File: config.mk
export PLATFORM = sky130hd
export DESIGN_NAME = virtual_channel_queue_reserve
export DESIGN_NICKNAME = d
export VERILOG_FILES = /design/src/hw/rtl/vcqr_pkg.sv /design/src/hw/rtl/vcqr_ctrl.sv /design/src/hw/rtl/vcqr_dp.sv /design/src/hw/rtl/virtual_channel_queue_reserve.sv
export SDC_FILE = /design/constraint.sdc
export NUM_CORES = 2
export LEC_CHECK = 0
export ABC_AREA = 1
export BUFFER_PORTS_ARGS = -buffer_cell sky130_fd_sc_hd__buf_2
export CORE_UTILIZATION = 59
export CTS_BUF_LIST = sky130_fd_sc_hd__clkbuf_4
export CTS_CLUSTER_SIZE = 10
export DETAILED_ROUTE_END_ITERATION = 6
export PLACE_DENSITY_LB_ADDON = 0.2
export SYNTH_ARGS = -nofsm -noshare
export SYNTH_HDL_FRONTEND = slang
export SYNTH_SLANG_ARGS = --single-unit
export TNS_END_PERCENT = 10
File: constraint.sdc
create_clock -name i_clk -period 5.5 [get_ports i_clk]
set_input_delay 0.275 -clock i_clk [delete_from_list [all_inputs] [get_ports i_clk]]
set_output_delay 0.275 -clock i_clk [all_outputs]
set_load 0.005 [all_outputs]
File: src/hw/rtl/vcqr_pkg.sv
`timescale 1ns / 1ps
package vcqr_pkg;

    localparam int DEPTH  = 16;
    localparam int IDX_W  = $clog2(DEPTH);
    localparam int CNT_W  = $clog2(DEPTH + 1);
    localparam int RC_W   = $clog2(2 * DEPTH + 2);
    localparam int CH_W   = 8;
    localparam int ORD_W  = 16;
    localparam int CFG_W  = 5;
    localparam int CFGI_W = 2;

    localparam logic [1:0] OP_COMMIT  = 2'd0;
    localparam logic [1:0] OP_RESERVE = 2'd1;
    localparam logic [1:0] OP_RELEASE = 2'd2;
    localparam logic [1:0] OP_NOP     = 2'd3;

    localparam logic [CFGI_W-1:0] CFG_SLOTS = 2'd0;
    localparam logic [CFGI_W-1:0] CFG_SWAP  = 2'd1;
    localparam logic [CFGI_W-1:0] CFG_MODE  = 2'd2;
    localparam logic [CFGI_W-1:0] CFG_GUAR  = 2'd3;

    typedef enum logic [2:0] {
        ST_OK          = 3'd0,
        ST_RSV_NO_ENQ  = 3'd1,
        ST_CAPACITY    = 3'd2,
        ST_RSV_REFUSED = 3'd3,
        ST_NOT_HELD    = 3'd4,
        ST_NOT_OFFERED = 3'd5,
        ST_TAIL_FULL   = 3'd6
    } t_status;

    typedef struct packed {
        logic [CH_W-1:0]  ch;
        logic [ORD_W-1:0] tag;
        logic [ORD_W-1:0] node;
        logic [ORD_W-1:0] slot;
    } t_entry;

    typedef struct packed {
        logic [4:0]       pad;
        logic [CH_W-1:0]  deq_channel;
        logic [ORD_W-1:0] deq_tag;
        logic [ORD_W-1:0] deq_node;
        logic [ORD_W-1:0] deq_slot;
        logic             deq_valid;
        logic [ORD_W-1:0] enq_tag;
        logic [ORD_W-1:0] enq_node;
        logic [ORD_W-1:0] enq_slot;
        logic [CH_W-1:0]  channel;
        logic             enq_reserved;
        logic             enq_valid;
    } t_in_data;

    typedef struct packed {
        logic [3:0]       pad;
        logic [CNT_W-1:0] reserved_total;
        logic [CNT_W-1:0] occupancy;
        logic             enqueued;
        logic [CH_W-1:0]  out_channel;
        logic [ORD_W-1:0] out_tag;
        logic [ORD_W-1:0] out_node;
        logic [ORD_W-1:0] out_slot;
        logic             dequeued_valid;
    } t_out_data;

    localparam int IN_TDATA_W  = $bits(t_in_data);
    localparam int OUT_TDATA_W = $bits(t_out_data);

    typedef struct packed {
        logic    capture;
        logic    scan;
        logic    hold_dec;
        logic    hold_inc;
        logic    deq;
        logic    shift;
        logic    append;
        logic    load_out;
        t_status status;
        logic    did_deq;
        logic    did_enq;
    } t_cmd;

    typedef struct packed {
        logic [1:0] op;
        logic       enq_valid;
        logic       enq_reserved;
        logic       deq_valid;
        logic       scan_last;
        logic       empty;
        logic       full;
        logic       claim_ok;
        logic       hold_found;
        logic       free_found;
        logic       offer_match;
        logic       holds_zero;
        logic       swap_ok;
        logic       shift_more;
    } t_stat;

endpackage

File: src/hw/rtl/vcqr_ctrl.sv
`timescale 1ns / 1ps
module vcqr_ctrl (
    input  logic            i_clk,
    input  logic            i_rst_n,
    input  logic            i_s_tvalid,
    output logic            o_s_tready,
    output logic            o_m_tvalid,
    input  logic            i_m_tready,
    input  vcqr_pkg::t_stat i_stat,
    output vcqr_pkg::t_cmd  o_cmd
);

    typedef enum logic [2:0] {
        S_IDLE,
        S_SCAN,
        S_DECIDE,
        S_SHIFT,
        S_APPEND,
        S_FINISH
    } t_state;

    t_state            r_state, n_state;
    vcqr_pkg::t_status r_status, n_status;
    logic              r_did_deq, n_did_deq;
    logic              r_did_enq, n_did_enq;
    logic              r_out_valid, n_out_valid;
    logic              w_ok;

    // admission check of a commit, evaluated on the pre-step state
    always_comb begin
        if (!i_stat.enq_valid && !i_stat.deq_valid) begin
            w_ok = 1'b0;
        end else if (i_stat.deq_valid && i_stat.empty) begin
            w_ok = 1'b0;
        end else if (!i_stat.enq_valid) begin
            w_ok = 1'b1;
        end else if (i_stat.enq_reserved) begin
            w_ok = !i_stat.full;
        end else if (i_stat.claim_ok) begin
            w_ok = 1'b1;
        end else begin
            w_ok = i_stat.deq_valid && i_stat.swap_ok && i_stat.holds_zero;
        end
    end

    always_comb begin
        o_cmd       = '0;
        n_state     = r_state;
        n_status    = r_status;
        n_did_deq   = r_did_deq;
        n_did_enq   = r_did_enq;
        n_out_valid = r_out_valid && !i_m_tready;
        o_cmd.status  = r_status;
        o_cmd.did_deq = r_did_deq;
        o_cmd.did_enq = r_did_enq;
        case (r_state)
            S_IDLE: begin
                if (i_s_tvalid) begin
                    o_cmd.capture = 1'b1;
                    n_status      = vcqr_pkg::ST_OK;
                    n_did_deq     = 1'b0;
                    n_did_enq     = 1'b0;
                    n_state       = S_SCAN;
                end
            end
            S_SCAN: begin
                o_cmd.scan = 1'b1;
                if (i_stat.scan_last) begin
                    n_state = S_DECIDE;
                end
            end
            S_DECIDE: begin
                n_state = S_FINISH;
                case (i_stat.op)
                    vcqr_pkg::OP_COMMIT: begin
                        if (i_stat.enq_reserved && !i_stat.enq_valid) begin
                            n_status = vcqr_pkg::ST_RSV_NO_ENQ;
                        end else if (!w_ok) begin
                            n_status = vcqr_pkg::ST_CAPACITY;
                        end else if (i_stat.enq_reserved && !i_stat.hold_found) begin
                            n_status = vcqr_pkg::ST_NOT_HELD;
                        end else begin
                            // a consumed reservation stays consumed on a bad dequeue
                            o_cmd.hold_dec = i_stat.enq_reserved;
                            if (i_stat.deq_valid) begin
                                if (!i_stat.offer_match) begin
                                    n_status = vcqr_pkg::ST_NOT_OFFERED;
                                end else begin
                                    o_cmd.deq = 1'b1;
                                    n_did_deq = 1'b1;
                                    n_state   = S_SHIFT;
                                end
                            end else begin
                                n_state = S_APPEND;
                            end
                        end
                    end
                    vcqr_pkg::OP_RESERVE: begin
                        if (!i_stat.claim_ok || (!i_stat.hold_found && !i_stat.free_found)) begin
                            n_status = vcqr_pkg::ST_RSV_REFUSED;
                        end else begin
                            o_cmd.hold_inc = 1'b1;
                        end
                    end
                    vcqr_pkg::OP_RELEASE: begin
                        if (!i_stat.hold_found) begin
                            n_status = vcqr_pkg::ST_NOT_HELD;
                        end else begin
                            o_cmd.hold_dec = 1'b1;
                        end
                    end
                    default: begin
                    end
                endcase
            end
            S_SHIFT: begin
                if (i_stat.shift_more) begin
                    o_cmd.shift = 1'b1;
                end else if (i_stat.enq_valid) begin
                    n_state = S_APPEND;
                end else begin
                    n_state = S_FINISH;
                end
            end
            S_APPEND: begin
                n_state = S_FINISH;
                if (i_stat.full) begin
                    n_status = vcqr_pkg::ST_TAIL_FULL;
                end else begin
                    o_cmd.append = 1'b1;
                    n_did_enq    = 1'b1;
                end
            end
            S_FINISH: begin
                if (!r_out_valid || i_m_tready) begin
                    o_cmd.load_out = 1'b1;
                    n_out_valid    = 1'b1;
                    n_state        = S_IDLE;
                end
            end
            default: begin
                n_state = S_IDLE;
            end
        endcase
    end

    always_ff @(posedge i_clk) begin
        if (!i_rst_n) begin
            r_state     <= S_IDLE;
            r_status    <= vcqr_pkg::ST_OK;
            r_did_deq   <= 1'b0;
            r_did_enq   <= 1'b0;
            r_out_valid <= 1'b0;
        end else begin
            r_state     <= n_state;
            r_status    <= n_status;
            r_did_deq   <= n_did_deq;
            r_did_enq   <= n_did_enq;
            r_out_valid <= n_out_valid;
        end
    end

    assign o_s_tready = (r_state == S_IDLE);
    assign o_m_tvalid = r_out_valid;

endmodule

File: src/hw/rtl/vcqr_dp.sv
`timescale 1ns / 1ps
module vcqr_dp (
    input  logic                             i_clk,
    input  logic                             i_rst_n,
    input  logic                             i_cfg_we,
    input  logic [vcqr_pkg::CFGI_W-1:0]      i_cfg_idx,
    input  logic [vcqr_pkg::CFG_W-1:0]       i_cfg_data,
    input  logic [vcqr_pkg::IN_TDATA_W-1:0]  i_item_data,
    input  logic [1:0]                       i_item_op,
    input  vcqr_pkg::t_cmd                   i_cmd,
    output vcqr_pkg::t_stat                  o_stat,
    output logic [vcqr_pkg::OUT_TDATA_W-1:0] o_out_data,
    output logic [2:0]                       o_out_user
);

    localparam int DEPTH = vcqr_pkg::DEPTH;
    localparam int IDX_W = vcqr_pkg::IDX_W;
    localparam int CNT_W = vcqr_pkg::CNT_W;
    localparam int RC_W  = vcqr_pkg::RC_W;
    localparam int CH_W  = vcqr_pkg::CH_W;

    // configuration
    logic [vcqr_pkg::CFG_W-1:0] r_slots, r_guar;
    logic                       r_swap, r_mode;

    // queue and reservation state
    vcqr_pkg::t_entry  r_store [DEPTH];
    logic [CH_W-1:0]   r_hold_ch [DEPTH];
    logic [CNT_W-1:0]  r_hold_cnt [DEPTH];
    logic [CNT_W-1:0]  r_count, r_hold_total;
    logic [CH_W-1:0]   r_cursor;

    // captured item
    logic [1:0]        r_op;
    logic              r_enqv, r_enqr, r_deqv;
    vcqr_pkg::t_entry  r_enq, r_deq;

    // scan accumulators
    logic [IDX_W-1:0]  r_idx;
    logic              r_res, r_hf, r_ff, r_av, r_bv;
    logic [RC_W-1:0]   r_rc;
    logic [IDX_W-1:0]  r_hidx, r_fidx, r_aidx, r_bidx;
    vcqr_pkg::t_entry  r_a, r_b, r_head, r_removed;

    logic [vcqr_pkg::OUT_TDATA_W-1:0] r_out_data;
    logic [2:0]                       r_out_user;

    vcqr_pkg::t_in_data  w_in;
    vcqr_pkg::t_out_data w_out;
    vcqr_pkg::t_entry    w_rd, w_offer, w_rem;
    logic [IDX_W-1:0]    w_rd_idx, w_offer_idx, w_hinc_idx;
    logic [CNT_W-1:0]    w_cap, w_guar;
    logic [CNT_W:0]      w_held, w_free;
    logic [RC_W-1:0]     w_claimed, w_others;
    logic                w_claim_ok, w_e_valid, w_e_dup, w_e_first;
    logic                w_h_live, w_h_dup, w_h_first;
    logic [CH_W-1:0]     w_hc;

    assign w_in = vcqr_pkg::t_in_data'(i_item_data);

    // one read port: current scan element, or the element above during a shift
    assign w_rd_idx = i_cmd.shift ? (r_idx + IDX_W'(1)) : r_idx;
    assign w_rd     = r_store[w_rd_idx];

    always_comb begin
        if (r_slots == '0) begin
            w_cap = CNT_W'(1);
        end else if (CNT_W'(r_slots) > CNT_W'(DEPTH)) begin
            w_cap = CNT_W'(DEPTH);
        end else begin
            w_cap = CNT_W'(r_slots);
        end
        if (!r_mode) begin
            w_guar = '0;
        end else if (CNT_W'(r_guar) > w_cap) begin
            w_guar = w_cap;
        end else begin
            w_guar = CNT_W'(r_guar);
        end
        w_held    = {1'b0, r_count} + {1'b0, r_hold_total};
        w_free    = (w_held < {1'b0, w_cap}) ? ({1'b0, w_cap} - w_held) : '0;
        w_claimed = r_rc + (r_res ? RC_W'(0) : RC_W'(1));
        w_others  = (w_claimed < RC_W'(w_guar)) ? (RC_W'(w_guar) - w_claimed) : '0;
        if (w_guar == '0) begin
            w_claim_ok = (w_free != '0);
        end else begin
            w_claim_ok = (RC_W'(w_free) > w_others);
        end
    end

    // first-occurrence test for distinct resident channels, entries before holds
    always_comb begin
        w_e_valid = (CNT_W'(r_idx) < r_count);
        w_h_live  = (r_hold_cnt[r_idx] != '0);
        w_hc      = r_hold_ch[r_idx];
        w_e_dup   = 1'b0;
        w_h_dup   = 1'b0;
        for (int k = 0; k < DEPTH; k++) begin
            if (IDX_W'(k) < r_idx && r_store[k].ch == w_rd.ch) begin
                w_e_dup = 1'b1;
            end
            if (CNT_W'(k) < r_count && r_store[k].ch == w_hc) begin
                w_h_dup = 1'b1;
            end
            if (IDX_W'(k) < r_idx && r_hold_cnt[k] != '0 && r_hold_ch[k] == w_hc) begin
                w_h_dup = 1'b1;
            end
        end
        w_e_first = w_e_valid && !w_e_dup;
        w_h_first = w_h_live && !w_h_dup;
    end

    always_comb begin
        if (r_mode) begin
            w_offer     = r_av ? r_a : r_b;
            w_offer_idx = r_av ? r_aidx : r_bidx;
        end else begin
            w_offer     = r_head;
            w_offer_idx = '0;
        end
        w_hinc_idx = r_hf ? r_hidx : r_fidx;
    end

    always_ff @(posedge i_clk) begin
        if (!i_rst_n) begin
            r_slots      <= vcqr_pkg::CFG_W'(DEPTH);
            r_swap       <= 1'b0;
            r_mode       <= 1'b0;
            r_guar       <= '0;
            r_count      <= '0;
            r_hold_total <= '0;
            r_cursor     <= '0;
            for (int i = 0; i < DEPTH; i++) begin
                r_hold_cnt[i] <= '0;
            end
        end else begin
            if (i_cfg_we) begin
                case (i_cfg_idx)
                    vcqr_pkg::CFG_SLOTS: r_slots <= i_cfg_data;
                    vcqr_pkg::CFG_SWAP:  r_swap  <= i_cfg_data[0];
                    vcqr_pkg::CFG_MODE:  r_mode  <= i_cfg_data[0];
                    vcqr_pkg::CFG_GUAR:  r_guar  <= i_cfg_data;
                    default: begin
                    end
                endcase
            end
            if (i_cmd.hold_dec) begin
                r_hold_cnt[r_hidx] <= r_hold_cnt[r_hidx] - CNT_W'(1);
                r_hold_total       <= r_hold_total - CNT_W'(1);
            end
            if (i_cmd.hold_inc) begin
                r_hold_cnt[w_hinc_idx] <= r_hold_cnt[w_hinc_idx] + CNT_W'(1);
                r_hold_total           <= r_hold_total + CNT_W'(1);
            end
            if (i_cmd.deq) begin
                r_cursor <= w_offer.ch + CH_W'(1);
                r_count  <= r_count - CNT_W'(1);
            end
            if (i_cmd.append) begin
                r_count <= r_count + CNT_W'(1);
            end
        end
    end

    always_ff @(posedge i_clk) begin
        if (i_cmd.capture) begin
            r_op    <= i_item_op;
            r_enqv  <= w_in.enq_valid;
            r_enqr  <= w_in.enq_reserved;
            r_deqv  <= w_in.deq_valid;
            r_enq   <= '{ch: w_in.channel, tag: w_in.enq_tag, node: w_in.enq_node,
                         slot: w_in.enq_slot};
            r_deq   <= '{ch: w_in.deq_channel, tag: w_in.deq_tag, node: w_in.deq_node,
                         slot: w_in.deq_slot};
            r_idx   <= '0;
            r_res   <= 1'b0;
            r_rc    <= '0;
            r_hf    <= 1'b0;
            r_ff    <= 1'b0;
            r_av    <= 1'b0;
            r_bv    <= 1'b0;
        end
        if (i_cmd.scan) begin
            r_idx <= r_idx + IDX_W'(1);
            r_rc  <= r_rc + RC_W'(w_e_first) + RC_W'(w_h_first);
            if ((w_e_valid && w_rd.ch == r_enq.ch) || (w_h_live && w_hc == r_enq.ch)) begin
                r_res <= 1'b1;
            end
            if (!r_hf && w_h_live && w_hc == r_enq.ch) begin
                r_hf   <= 1'b1;
                r_hidx <= r_idx;
            end
            if (!r_ff && !w_h_live) begin
                r_ff   <= 1'b1;
                r_fidx <= r_idx;
            end
            if (r_idx == '0) begin
                r_head <= w_rd;
            end
            // lowest channel at or after the cursor, else lowest below it; oldest wins ties
            if (w_e_valid) begin
                if (w_rd.ch >= r_cursor) begin
                    if (!r_av || w_rd.ch < r_a.ch) begin
                        r_av   <= 1'b1;
                        r_a    <= w_rd;
                        r_aidx <= r_idx;
                    end
                end else if (!r_bv || w_rd.ch < r_b.ch) begin
                    r_bv   <= 1'b1;
                    r_b    <= w_rd;
                    r_bidx <= r_idx;
                end
            end
        end
        if (i_cmd.hold_inc && !r_hf) begin
            r_hold_ch[r_fidx] <= r_enq.ch;
        end
        if (i_cmd.deq) begin
            r_removed <= w_offer;
            r_idx     <= w_offer_idx;
        end
        if (i_cmd.shift) begin
            r_store[r_idx] <= w_rd;
            r_idx          <= r_idx + IDX_W'(1);
        end
        if (i_cmd.append) begin
            r_store[r_count[IDX_W-1:0]] <= r_enq;
        end
        if (i_cmd.load_out) begin
            r_out_data <= w_out;
            r_out_user <= i_cmd.status;
        end
    end

    always_comb begin
        w_rem                = i_cmd.did_deq ? r_removed : '0;
        w_out                = '0;
        w_out.dequeued_valid = i_cmd.did_deq;
        w_out.out_slot       = w_rem.slot;
        w_out.out_node       = w_rem.node;
        w_out.out_tag        = w_rem.tag;
        w_out.out_channel    = w_rem.ch;
        w_out.enqueued       = i_cmd.did_enq;
        w_out.occupancy      = r_count;
        w_out.reserved_total = r_hold_total;
    end

    always_comb begin
        o_stat              = '0;
        o_stat.op           = r_op;
        o_stat.enq_valid    = r_enqv;
        o_stat.enq_reserved = r_enqr;
        o_stat.deq_valid    = r_deqv;
        o_stat.scan_last    = (r_idx == IDX_W'(DEPTH - 1));
        o_stat.empty        = (r_count == '0);
        o_stat.full         = (r_count >= w_cap);
        o_stat.claim_ok     = w_claim_ok;
        o_stat.hold_found   = r_hf;
        o_stat.free_found   = r_ff;
        o_stat.offer_match  = (r_count != '0) && (w_offer == r_deq);
        o_stat.holds_zero   = (r_hold_total == '0);
        o_stat.swap_ok      = r_swap;
        o_stat.shift_more   = (CNT_W'(r_idx) < r_count);
    end

    assign o_out_data = r_out_data;
    assign o_out_user = r_out_user;

endmodule

File: src/hw/rtl/virtual_channel_queue_reserve.sv
`timescale 1ns / 1ps
// Virtual channel queue with slot reservations. One item is handled at a time: an accepted
// beat is first scanned over all 16 entry and reservation positions, one position a cycle
// (offer search, channel residency and distinct-channel count), then decided. A dequeue closes
// the gap in the buffer by moving the younger entries down one per cycle, then an enqueue
// appends the new entry, and the result is loaded into the output register. A stalled output
// register keeps the item waiting until it is free. A new beat is taken once the previous
// result is in the output register. Configuration writes apply at once and are meant for idle
// periods.
module virtual_channel_queue_reserve (
    input  logic                              i_clk,
    input  logic                              i_rst_n,
    input  logic                              i_cfg_we,
    input  logic [vcqr_pkg::CFGI_W-1:0]       i_cfg_idx,
    input  logic [vcqr_pkg::CFG_W-1:0]        i_cfg_data,
    input  logic                              i_s_tvalid,
    output logic                              o_s_tready,
    // enq_valid, enq_reserved, channel, enq_slot, enq_node, enq_tag, deq_valid,
    // deq_slot, deq_node, deq_tag, deq_channel, zero pad
    input  logic [vcqr_pkg::IN_TDATA_W-1:0]   i_s_tdata,
    // op
    input  logic [1:0]                        i_s_tuser,
    output logic                              o_m_tvalid,
    input  logic                              i_m_tready,
    // dequeued_valid, out_slot, out_node, out_tag, out_channel, enqueued,
    // occupancy, reserved_total, zero pad
    output logic [vcqr_pkg::OUT_TDATA_W-1:0]  o_m_tdata,
    // status
    output logic [2:0]                        o_m_tuser
);

    vcqr_pkg::t_cmd  w_cmd;
    vcqr_pkg::t_stat w_stat;

    vcqr_ctrl u_ctrl (
        .i_clk      (i_clk),
        .i_rst_n    (i_rst_n),
        .i_s_tvalid (i_s_tvalid),
        .o_s_tready (o_s_tready),
        .o_m_tvalid (o_m_tvalid),
        .i_m_tready (i_m_tready),
        .i_stat     (w_stat),
        .o_cmd      (w_cmd)
    );

    vcqr_dp u_dp (
        .i_clk       (i_clk),
        .i_rst_n     (i_rst_n),
        .i_cfg_we    (i_cfg_we),
        .i_cfg_idx   (i_cfg_idx),
        .i_cfg_data  (i_cfg_data),
        .i_item_data (i_s_tdata),
        .i_item_op   (i_s_tuser),
        .i_cmd       (w_cmd),
        .o_stat      (w_stat),
        .o_out_data  (o_m_tdata),
        .o_out_user  (o_m_tuser)
    );

endmodule

==> out/summary.txt <==
Status: complete, no violations
Mapped Cells: 6640
FF+latch count, synth: 1594
HPWL Detailed: 138000 um
Buffers on Ports: 201
Largest area contributor in the netlist: edfxtp_1
Synth warnings: 0
Wire per inst: 24.5 um
Top-count cell post-synth: edfxtp_1
Share of cells above drive strength 1: 0.182
Worst-case vdd ir drop: 0.000507 V
First-pass GRT wire length: 338000 um
Core Region: 123000 um2
Bufs and invs on worst path: 6
Final Net Count: 7704
Critical-path maximum fanout: 5
Number of global-route vias before repair: 55163
Filler instances: 8686
Max-slew violations: 0
Critical path class: reg -> reg
Worst Max-Slew Pin Slew: 1.21 ns
Chip width: 354 um
Delay-heaviest family, CP: simple AND/OR/NAND/NOR gates
Row Count: 128
Drt first pass iters: 7
Register area share after synthesis: 0.646
# setup viols final: 0
Synth area leaders: edfxtp_1, nand2_1, o21ai_0
Hold path cells: 5
Gr ovfl total: 0
# H-tree levels: 5
WHS: 0.183 ns
Die Height: 354 um
Final hold vios: 0
FFs w/ async S/R, synth: 0
GR Util met1: 0.466
Register Area: 47400 um2
Largest net degree at the start of global routing: 125
Startpoint types: flop
Via count: 57513
Critical path's slowest cell: fa_2
Area grow syn2layout: 17.5%
# IOs: 211
Worst EP required: 6.47 ns
Multi-input gate area: 22700 um2
Tot GR Track Use: 0.361
Final ANT Viol Nets: 0
Cts bufs inserted: 409
Gpl congestion: 0.986
CTS tree: yes
Drc violations: 0
Gr busiest metal: met2
Clock Path Buffers: 4
LEAKAGE: 32.5 nW
PD cells: 547 nW/um2
Post-synth EDFFs: 1542
Worst EP arrival: 6.46 ns
Clock Sinks: 1594
Avg Vias per Cell: 6.11
Crit end category: flop
Root Buffer: clkbuf_4
Cells on worst reg2reg path: 41
Routed Wire Length: 231000 um
Most frequent cells after synthesis: edfxtp_1, nand2_1, o21ai_0
Mapped Avg Cell Area: 11.0 um2
Met2 Resource Use GR: 0.568
Mapped cell area: 73300 um2
Synth cell types: 66
Max Clk Rate: 182 MHz
Final total power: 47.1 mW
Crit path depth: 41
Slew headroom: 0.191
Worst-Skew Late Latency: 1.33 ns
Initial Util: 0.598
Period utilization: 0.999
Die Area: 126000 um2
Hold WC Path Type: in -> reg
Max incr delay on CP: 0.38 ns
Starting DRT DRC Count: 7050
RSZ-0062 raised after global routing: true
Clk slew on worst S/H paths: 0.07 ns
Min Tclk post-route: 5.49 ns
Post-synth top area share: 0.632
Setup Skew: 0.0814 ns
Most used DFF post-synth: edfxtp_1
Cell mode on critical path: nand2_2
Max-cap violations: 0
Initial antenna violation count: 14
M3 GR Usage: 0.0831
## placed cells by master, fill, tap and decap left out, types with 56 or more instances in the layout
master / netlist / layout
edfxtp_1: 1542 / 1542
nand2_1: 847 / 816
o21ai_0: 625 / 620
a21oi_1: 588 / 584
clkbuf_4: 0 / 566
inv_1: 561 / 552
nor2_1: 549 / 481
nand3_1: 391 / 386
buf_4: 22 / 312
dlygate4sd3_1: 0 / 267
buf_2: 119 / 201
o211ai_1: 173 / 173
xor2_1: 148 / 148
clkinv_1: 9 / 103
a31oi_1: 88 / 87
nor3_1: 83 / 83
ha_1: 73 / 70
o32ai_1: 62 / 62
o22ai_1: 58 / 58
xnor2_1: 56 / 56
## routing by layer
metal	wire, um	part of all wire
met5	13	0.000056
met4	12700	0.055
met3	25300	0.11
met2	107000	0.46
met1	85400	0.37
## sequential cells by signal, indices dropped and copies added, names as in the netlist, 5 cells and up, named ones only
signal             cells
u_dp.r_slots           5
u_dp.r_hold_total      5
u_dp.r_store         896
u_dp.r_count           5
u_dp.r_enq            56
u_dp.r_cursor          8
u_dp.r_hold_ch       128
u_dp.r_a              56
u_dp.o_out_data       68
u_dp.r_b              56
u_dp.r_rc              6
u_dp.r_hold_cnt       80
u_dp.r_head           56
u_dp.r_removed        56
u_dp.r_deq            56
u_dp.r_guar            5
## metrics by stage
stage	util	area [um2]	setup WS [ns]	std cells	setup TNS, ns
6_report	0.703	86100	0.00743	9419	0
2_1_floorplan	-	73300	0.146	6643	0
3_5_place_dp	0.634	77700	-0.175	8419	-11.23
5_1_grt	0.703	86100	-0.316	9412	-52.72
4_1_cts	0.697	85400	0.00274	9385	0
3_3_place_gp	0.634	77700	-0.115	8419	-4.71
## cell type report
| cell class | instances | area share |
|---|---|---|
| inverter | 587 | 0.0259 |
| multi-input combinational | 4064 | 0.263 |
| timing repair buffer | 836 | 0.0807 |
| clock buffer | 566 | 0.0493 |
| clock inverter | 130 | 0.00706 |
| antenna | 17 | 0.000494 |
| sequential | 1594 | 0.550 |
| tap | 1625 | 0.0236 |
## worst reg2reg max path, delay by kind of cell (launching register included)
| family | cells | cell delay [ns] |
|---|---|---|
| adder cells (fa/ha/maj) | 4 | 1.11 |
| AND/OR/NAND/NOR | 23 | 2.13 |
| AO/OA/AOI/OAI | 8 | 0.98 |
| flip-flops | 1 | 0.34 |
| buffers and inverters | 6 | 0.65 |
## cells by family (layout without fill, tap and decap cells)
kind of cell	after synthesis	after routing	share of synthesized area
other	1	21	0.0000512
adder cells (fa/ha/maj)	78	78	0.0138
multiplexers	6	6	0.000819
buffers and inverters	986	2119	0.0557
XOR/XNOR	206	206	0.0248
flip-flops	1594	1594	0.646
AND/OR/NAND/NOR	2035	2036	0.123
AO/OA/AOI/OAI	1734	1734	0.136
## where the power goes
group          internal, mW  leakage [nW]  switching [mW]  total, mW
Sequential             16.9          14.4           0.291       17.1
Clock                  4.88          2.92            4.81       9.70
Combinational          5.74          15.1            14.5       20.3
Total                  27.5          32.5            19.6       47.1
## worst paths after layout
path	slack, ns	end	from
max reg2reg	0.007	u_dp.r_hold_cnt[6][0]$_SDFFCE_PN0P_	u_dp.r_slots[3]$_SDFFE_PN0P_
min	0.18	u_dp.r_slots[0]$_SDFFE_PN0P_	i_cfg_idx[1]
max	0.007	u_dp.r_hold_cnt[6][0]$_SDFFCE_PN0P_	u_dp.r_slots[3]$_SDFFE_PN0P_
min reg2reg	0.44	u_dp.o_out_user[1]$_DFFE_PP_	u_ctrl.r_status[1]$_SDFFE_PN0P_
## repair_timing
item / 4_1_cts / 5_1_grt
buffers inserted: 2 / 17
hold buffers: 267 / 0
resized for setup: 37 / 149
gates cloned: 1 / 0
pin swaps: 22 / 45
endpoints found under the setup margin: 152 / 727
hold endpoints to repair: 269 / 0
No activity file was read; power rests on OpenSTA's default activity.
